--- config.mk ---
export PLATFORM = sky130hd
export DESIGN_NAME = clock_follow_phase_tracker_unit
export DESIGN_NICKNAME = d
export VERILOG_FILES = /design/src/hdl/cfpt_pkg.sv /design/src/hdl/clock_follow_phase_tracker_unit.sv
export SDC_FILE = /design/constraint.sdc
export NUM_CORES = 2
export LEC_CHECK = 0
export BUFFER_PORTS_ARGS = -buffer_cell sky130_fd_sc_hd__buf_2
export CORE_MARGIN = 1.5
export CORE_UTILIZATION = 25
export DETAILED_ROUTE_END_ITERATION = 10
export SYNTH_ARGS = -nofsm -noshare
export SYNTH_HDL_FRONTEND = slang
export SYNTH_SLANG_ARGS = --single-unit
--- constraint.sdc ---
create_clock -name clk -period 11.9 [get_ports clk]
set_input_delay 2.38 -clock clk [delete_from_list [all_inputs] [get_ports clk]]
set_output_delay 2.38 -clock clk [all_outputs]
set_load 0.01 [all_outputs]
--- src/hdl/cfpt_pkg.sv ---
// ----------------------------------------------------------------------------
// cfpt_pkg
// Shared widths and defaults for the clock follow phase tracker.
// ----------------------------------------------------------------------------
package cfpt_pkg;

	localparam int FRACTION_BITS_DEF = 32;
	localparam int TIME_BITS_DEF     = 48;

	localparam int POS_BITS     = 64;
	localparam int COUNT_BITS   = 32;
	localparam int WHOLE_BITS   = 32;
	localparam int RATE_OUT_BITS = 33;
	localparam int TIME_IN_BITS = 48;

	localparam int GAIN_BITS = 4;
	localparam logic [GAIN_BITS-1:0] GAIN_RESET = 4'd2;

	localparam int IN_DATA_BITS  = 48;
	localparam int OUT_DATA_BITS = 72;

	localparam logic OP_PULSE = 1'b0;
	localparam logic OP_TICK  = 1'b1;

endpackage

--- src/hdl/clock_follow_phase_tracker_unit.sv ---
// Pulse event: restoring division (one quotient bit per cycle), then the
// result is applied in ST_APPLY and presented in ST_FINISH once the output is free.
// Update tick: shift-add multiply (one bit of the elapsed time per cycle),
// then the result is presented in ST_FINISH once the output is free.
// First pulse and ignored ticks go straight to ST_FINISH. One event is in work at a time.
// Reset clears all tracking state; gain_shift returns to 2.
// ----------------------------------------------------------------------------
// clock_follow_phase_tracker_unit
// Follows an external clock from timestamped pulse and update events.
// ----------------------------------------------------------------------------
module clock_follow_phase_tracker_unit
	import cfpt_pkg::*;
#(
	parameter int FRACTION_BITS = FRACTION_BITS_DEF,
	parameter int TIME_BITS     = TIME_BITS_DEF
) (
	input  logic                      clk,
	input  logic                      arst_n,
	input  logic                      cfg_we,
	input  logic [GAIN_BITS-1:0]      cfg_wdata,
	input  logic                      s_tvalid,
	output logic                      s_tready,
	input  logic [IN_DATA_BITS-1:0]   s_tdata,  // [47:0] time_us
	input  logic                      s_tuser,  // [0] op
	output logic                      m_tvalid,
	input  logic                      m_tready,
	// [0] beat_trigger, [32:1] position_whole, [65:33] rate_q32, [66] locked,
	// [71:67] zero
	output logic [OUT_DATA_BITS-1:0]  m_tdata
);

	localparam int RATE_BITS = FRACTION_BITS + 1;
	localparam int INT_BITS  = POS_BITS - FRACTION_BITS;
	localparam int MAX_STEPS = (RATE_BITS > TIME_BITS) ? RATE_BITS : TIME_BITS;
	localparam int CNT_W     = $clog2(MAX_STEPS);

	typedef enum logic [2:0] {
		ST_IDLE,
		ST_DIVIDE,
		ST_APPLY,
		ST_MULT,
		ST_FINISH
	} state_t;

	state_t                  state_q;
	logic [GAIN_BITS-1:0]    gain_q;
	logic [COUNT_BITS-1:0]   count_q;
	logic [POS_BITS-1:0]     pos_q;
	logic [RATE_BITS-1:0]    rate_q;
	logic [TIME_BITS-1:0]    last_update_q;
	logic [TIME_BITS-1:0]    last_pulse_q;
	logic                    first_seen_q;
	logic                    armed_q;
	logic                    tick_q;
	logic [CNT_W-1:0]        cnt_q;

	// working registers of the serial divider and multiplier
	logic [TIME_BITS-1:0]    div_q;
	logic [TIME_BITS-1:0]    rem_q;
	logic [RATE_BITS-1:0]    quo_q;
	logic [POS_BITS-1:0]     mcand_q;
	logic [TIME_BITS-1:0]    mplier_q;
	logic [INT_BITS-1:0]     before_q;
	logic [TIME_BITS-1:0]    now_hold_q;

	logic [TIME_BITS-1:0]    now_in;
	logic [TIME_BITS-1:0]    period;
	logic [TIME_BITS-1:0]    delta;
	logic                    accept;
	logic                    dbit;
	logic [TIME_BITS:0]      rem_sh;
	logic [TIME_BITS:0]      rem_diff;
	logic                    rem_ge;
	logic [COUNT_BITS-1:0]   next_count;
	logic [COUNT_BITS-1:0]   diff;
	logic                    diff_neg;
	logic [COUNT_BITS-1:0]   mag;
	logic [POS_BITS-1:0]     corr;
	logic                    trig;
	logic                    out_free;

	assign s_tready = (state_q == ST_IDLE);
	assign accept   = s_tvalid && s_tready;
	assign out_free = !m_tvalid || m_tready;

	assign now_in = TIME_BITS'(s_tdata[TIME_IN_BITS-1:0]);
	assign period = now_in - last_pulse_q;
	assign delta  = now_in - last_update_q;
	assign next_count = count_q + COUNT_BITS'(1);

	// dividend is 2^FRACTION_BITS: a single one at the top step
	assign dbit     = (cnt_q == CNT_W'(FRACTION_BITS));
	assign rem_sh   = {rem_q, dbit};
	assign rem_diff = rem_sh - {1'b0, div_q};
	assign rem_ge   = !rem_diff[TIME_BITS];

	assign diff     = count_q - pos_q[FRACTION_BITS+WHOLE_BITS-1:FRACTION_BITS];
	assign diff_neg = diff[COUNT_BITS-1];
	assign mag      = diff_neg ? (COUNT_BITS'(0) - diff) : diff;
	assign corr     = (POS_BITS'(mag) << FRACTION_BITS) >> gain_q;

	assign trig = tick_q && ($signed(pos_q[POS_BITS-1:FRACTION_BITS]) > $signed(before_q));

	always_ff @(posedge clk or negedge arst_n) begin
		if (!arst_n) begin
			state_q       <= ST_IDLE;
			gain_q        <= GAIN_RESET;
			count_q       <= '0;
			pos_q         <= '0;
			rate_q        <= '0;
			last_update_q <= '0;
			last_pulse_q  <= '0;
			first_seen_q  <= 1'b0;
			armed_q       <= 1'b0;
			tick_q        <= 1'b0;
			cnt_q         <= '0;
			m_tvalid      <= 1'b0;
			m_tdata       <= '0;
		end else begin
			if (cfg_we) begin
				gain_q <= cfg_wdata;
			end
			// the finish state loads the next result itself
			if (m_tvalid && m_tready && state_q != ST_FINISH) begin
				m_tvalid <= 1'b0;
			end
			case (state_q)
				ST_IDLE: begin
					if (accept) begin
						tick_q <= 1'b0;
						if (s_tuser == OP_PULSE) begin
							count_q      <= next_count;
							last_pulse_q <= now_in;
							if (!first_seen_q) begin
								first_seen_q <= 1'b1;
								state_q      <= ST_FINISH;
							end else begin
								cnt_q   <= CNT_W'(FRACTION_BITS);
								state_q <= ST_DIVIDE;
							end
						end else if (armed_q) begin
							tick_q        <= 1'b1;
							last_update_q <= now_in;
							cnt_q         <= CNT_W'(TIME_BITS - 1);
							state_q       <= ST_MULT;
						end else begin
							state_q <= ST_FINISH;
						end
					end
				end
				ST_DIVIDE: begin
					cnt_q <= cnt_q - CNT_W'(1);
					if (cnt_q == '0) begin
						state_q <= ST_APPLY;
					end
				end
				ST_APPLY: begin
					rate_q <= quo_q;
					if (!armed_q) begin
						pos_q         <= POS_BITS'(count_q) << FRACTION_BITS;
						armed_q       <= 1'b1;
						last_update_q <= now_hold_q;
					end else if (diff_neg) begin
						pos_q <= pos_q - corr;
					end else begin
						pos_q <= pos_q + corr;
					end
					state_q <= ST_FINISH;
				end
				ST_MULT: begin
					// add the shifted rate for each set bit of the elapsed time
					if (mplier_q[0]) begin
						pos_q <= pos_q + mcand_q;
					end
					cnt_q <= cnt_q - CNT_W'(1);
					if (cnt_q == '0) begin
						state_q <= ST_FINISH;
					end
				end
				ST_FINISH: begin
					if (out_free) begin
						m_tvalid <= 1'b1;
						m_tdata  <= {5'd0, armed_q, RATE_OUT_BITS'(rate_q),
							pos_q[FRACTION_BITS+WHOLE_BITS-1:FRACTION_BITS], trig};
						state_q  <= ST_IDLE;
					end
				end
				default: begin
					state_q <= ST_IDLE;
				end
			endcase
		end
	end

	always_ff @(posedge clk) begin
		case (state_q)
			ST_IDLE: begin
				now_hold_q <= now_in;
				div_q      <= (period == '0) ? TIME_BITS'(1) : period;
				rem_q      <= '0;
				quo_q      <= '0;
				mcand_q    <= POS_BITS'(rate_q);
				mplier_q   <= delta;
				before_q   <= pos_q[POS_BITS-1:FRACTION_BITS];
			end
			ST_DIVIDE: begin
				rem_q <= rem_ge ? rem_diff[TIME_BITS-1:0] : rem_sh[TIME_BITS-1:0];
				quo_q <= {quo_q[RATE_BITS-2:0], rem_ge};
			end
			ST_MULT: begin
				mcand_q  <= {mcand_q[POS_BITS-2:0], 1'b0};
				mplier_q <= {1'b0, mplier_q[TIME_BITS-1:1]};
			end
			default: begin
				div_q <= div_q;
			end
		endcase
	end

endmodule
==> metrics <==
Critical Path Source Type=register; FP Rows=between 150 and 200; Area growth syn-to-layout=13.2%; CTS buffer count=approximately 80; final setup fails=0; Die Y=428 um; CTS tree=built; CTS clk-pin slew, worst paths=about 60 ps; Gate Count Post-Synth=5096; most frequent cells in the layout=670 x nand2_1, 416 x nor2_1, 345 x a21oi_1; setup TNS=0 ps; Critical-path top delay cell=nor4_1; core area=roughly 0.18 mm^2; global placement routability congestion=~0.94; first-pass GRT wire length=~220000 um; Slew headroom=0.162; Net Sw Frac=0.472; Worst-Skew Late Latency=slightly below 700 ps; CP peak stage delay=between 600 and 700 ps; area of the mapped netlist=~0.045 mm^2; die width=~430 um; Setup crit end kind=register; CP arrival=~10000 ps; Post-synth EDFFs=321; cell taking the most area after synthesis=edfxtp_1; commonest non-fill, non-tap cell in the layout=nand2_1; Crit path required time=about 12000 ps; Slew @ Worst Pin=1260 ps; Total GRT Usage=0.151; Hold Crit Class=reg -> reg; synthesized area per cell=between 8 and 9 um^2; FF-to-FF End=pos_q[63]; detailed-route DRC error count=0; Seq/Total Area, Yosys=0.384; leakage power=approximately 22 nW; placed cells=approximately 7.4k; Hold Path Origin=quo_q[14]; Clock power frac=0.142; initial antenna violation count=7; post-CTS setup buffers=0; post-route minimum period=roughly 10000 ps; Net Switching=between 8 and 9 mW; fin. max-slew vios=0; maximum capacitance violations=0; HPWL Detailed=107000 um; internal power=around 9.5 mW; htree depth=3; fmax=approximately 100 MHz; Port-buffer cells=around 130; crit path kind=reg -> reg; share of layout cells above drive strength 1=0.0819; Starting Density=0.252; DRT Pass-1 Iters=8; GR Overflow Total=0; Gate power share=0.620; largest net degree at the start of global routing=a little under 100; Pwr Density=roughly 350 mW/mm^2; Final period util=0.828; die area=0.183 mm^2; Final Non-Filler Cells=between 7k and 8k; Synth Register Bits=between 600 and 700; Worst Hold Path Cells=2; Seq pwr share=0.238; Warnings, synthesis=0; Root Buffer=clkbuf_16; nets=around 5.5k; worst-case reg-to-reg path depth=34; remaining antenna violation count after routing=0; status=completed; RR Startpoint=pos_q[35]; DRT iter0 DRCs=2986; Min-Delay Endpoint=rate_q[14]; cell mode on critical path=a21o_1; Hold-fix buffers, CTS=0; ys flop type=edfxtp_1; vias in the first global route=roughly 37k; Clock Path Buffers=3; IO Pins=132; synth unique cells=roughly 110; Avg WL per Cell=18.9 um; via/cell ratio=about 5.1; ranking of synthesized cells by area=edfxtp_1 21%, dfrtp_1 17%, ha_1 8.8%, nand2_1 5.6%, xnor2_1 4.0%; clk sinks=630; WL final=between 100000 and 150000 um; FF-to-FF setup slack=approximately 2000 ps; RSZ-0062 raised after global routing=false; skew final=approximately 31 ps; Resized cells post-CTS=0; Max IR drop VDD=between 0.2 and 0.25 mV; post-synthesis async set-or-reset flop share=0.490; post-synth top area share=0.213; via count=between 30k and 40k; Final Hold Fails=0; final core occ=0.286; worst-path maximum fanout=8
==> Yosys cell counts, types with 91 or more instances <==
cell and n:
a31oi_1 91, ha_1 319, xnor2_1 207, a21o_1 140, nand3_1 114, a21oi_1 345, nor2_1 421, nand2_1 672
clkbuf_1 166, edfxtp_1 321, xor2_1 109, and2_1 105, inv_1 286, dfrtp_1 308, o21ai_0 316
==> state kept, by name, summed over array words and instances, names as in the netlist, 3 cells and up <==
name	cells
div_q	48
rem_q	48
mcand_q	64
rate_q	33
m_tdata	67
last_update_q	48
last_pulse_q	48
count_q	32
before_q	32
gain_q	4
quo_q	33
cnt_q	6
now_hold_q	48
pos_q	64
mplier_q	48
state_q	3
==> power by group through the flow <==
| stage | clock network [mW] | logic [mW] | registers (mW) |
|---|---|---|---|
| finish | 2.56 | 11.2 | 4.31 |
| global route | 2.71 | 12.4 | 4.43 |
| CTS | 2.63 | 11.1 | 4.32 |
| detailed placement | 0 | 11.1 | 4.35 |
| global placement | 0 | 11.0 | 4.33 |
| floorplan | 0 | 8.32 | 4.18 |
==> critical path, delay by kind of cell (launching register included) <==
| family | cells | cell delay [ps] |
|---|---|---|
| AO/OA/AOI/OAI | 22 | 5870 |
| AND/OR/NAND/NOR | 6 | 1890 |
| adder cells (fa/ha/maj) | 2 | 800 |
| flip-flops | 1 | 460 |
| XOR/XNOR | 2 | 360 |
| buffers and inverters | 1 | 190 |
| multiplexers | 1 | 140 |
==> routing by layer <==
layer / vias to the layer above / track usage / share of wire
met1: 18600 / 0.196 / 0.44
met4: 6 / 0.0556 / 0.036
li1: 18600 / - / -
met5: - / 0 / 0.00030
met3: 246 / 0.0218 / 0.051
met2: 1044 / 0.254 / 0.47
==> cells by family (layout without fill, tap and decap cells) <==
kind of cell / count (synthesis) / after routing / share of synthesized area
buffers and inverters: 507 / 610 / 0.0434
AND/OR/NAND/NOR: 1740 / 1740 / 0.179
AO/OA/AOI/OAI: 1436 / 1436 / 0.208
adder cells (fa/ha/maj): 324 / 324 / 0.0905
multiplexers: 141 / 141 / 0.0333
other: 1 / 9 / 0.0000830
XOR/XNOR: 317 / 317 / 0.0616
flip-flops: 630 / 630 / 0.384
==> cell type report <==
cell class / count / area, um^2
fillers: 18900 / 128000
multi-input cells: 3963 / 26000
flip-flops and latches: 630 / 17400
well taps: 2355 / 2950
clock buffers: 111 / 2260
inverters: 288 / 1080
repair buffers: 175 / 1010
clock inverters: 36 / 498
diodes: 4 / 10.0
==> through the flow <==
| step | total power [mW] | area, um^2 | hold WS [ps] | setup WS [ps] |
|---|---|---|---|---|
| 4_1_cts | 18.1 | 51100 | 438 | 2250 |
| 3_5_place_dp | 15.4 | 48400 | 445 | 2280 |
| 3_3_place_gp | 15.3 | 48400 | 423 | 2320 |
| 6_report | 18.1 | 51100 | 443 | 2050 |
| 5_1_grt | 19.5 | 51100 | 480 | 1410 |
| 2_1_floorplan | 12.5 | 45200 | 415 | 3890 |
==> worst max-delay path by stage <==
stage | slack, ps | start | end | cells past startpoint
global route | 1410 | count_q[0] | pos_q[63] | 35
CTS | 2250 | count_q[0] | pos_q[63] | 34
floorplan | 3890 | state_q[1] | count_q[31] | 14
detailed placement | 2280 | count_q[0] | pos_q[63] | 34
finish | 2050 | pos_q[35] | pos_q[63] | 34
global placement | 2320 | count_q[0] | pos_q[63] | 36
No activity file was read; power rests on OpenSTA's default activity.
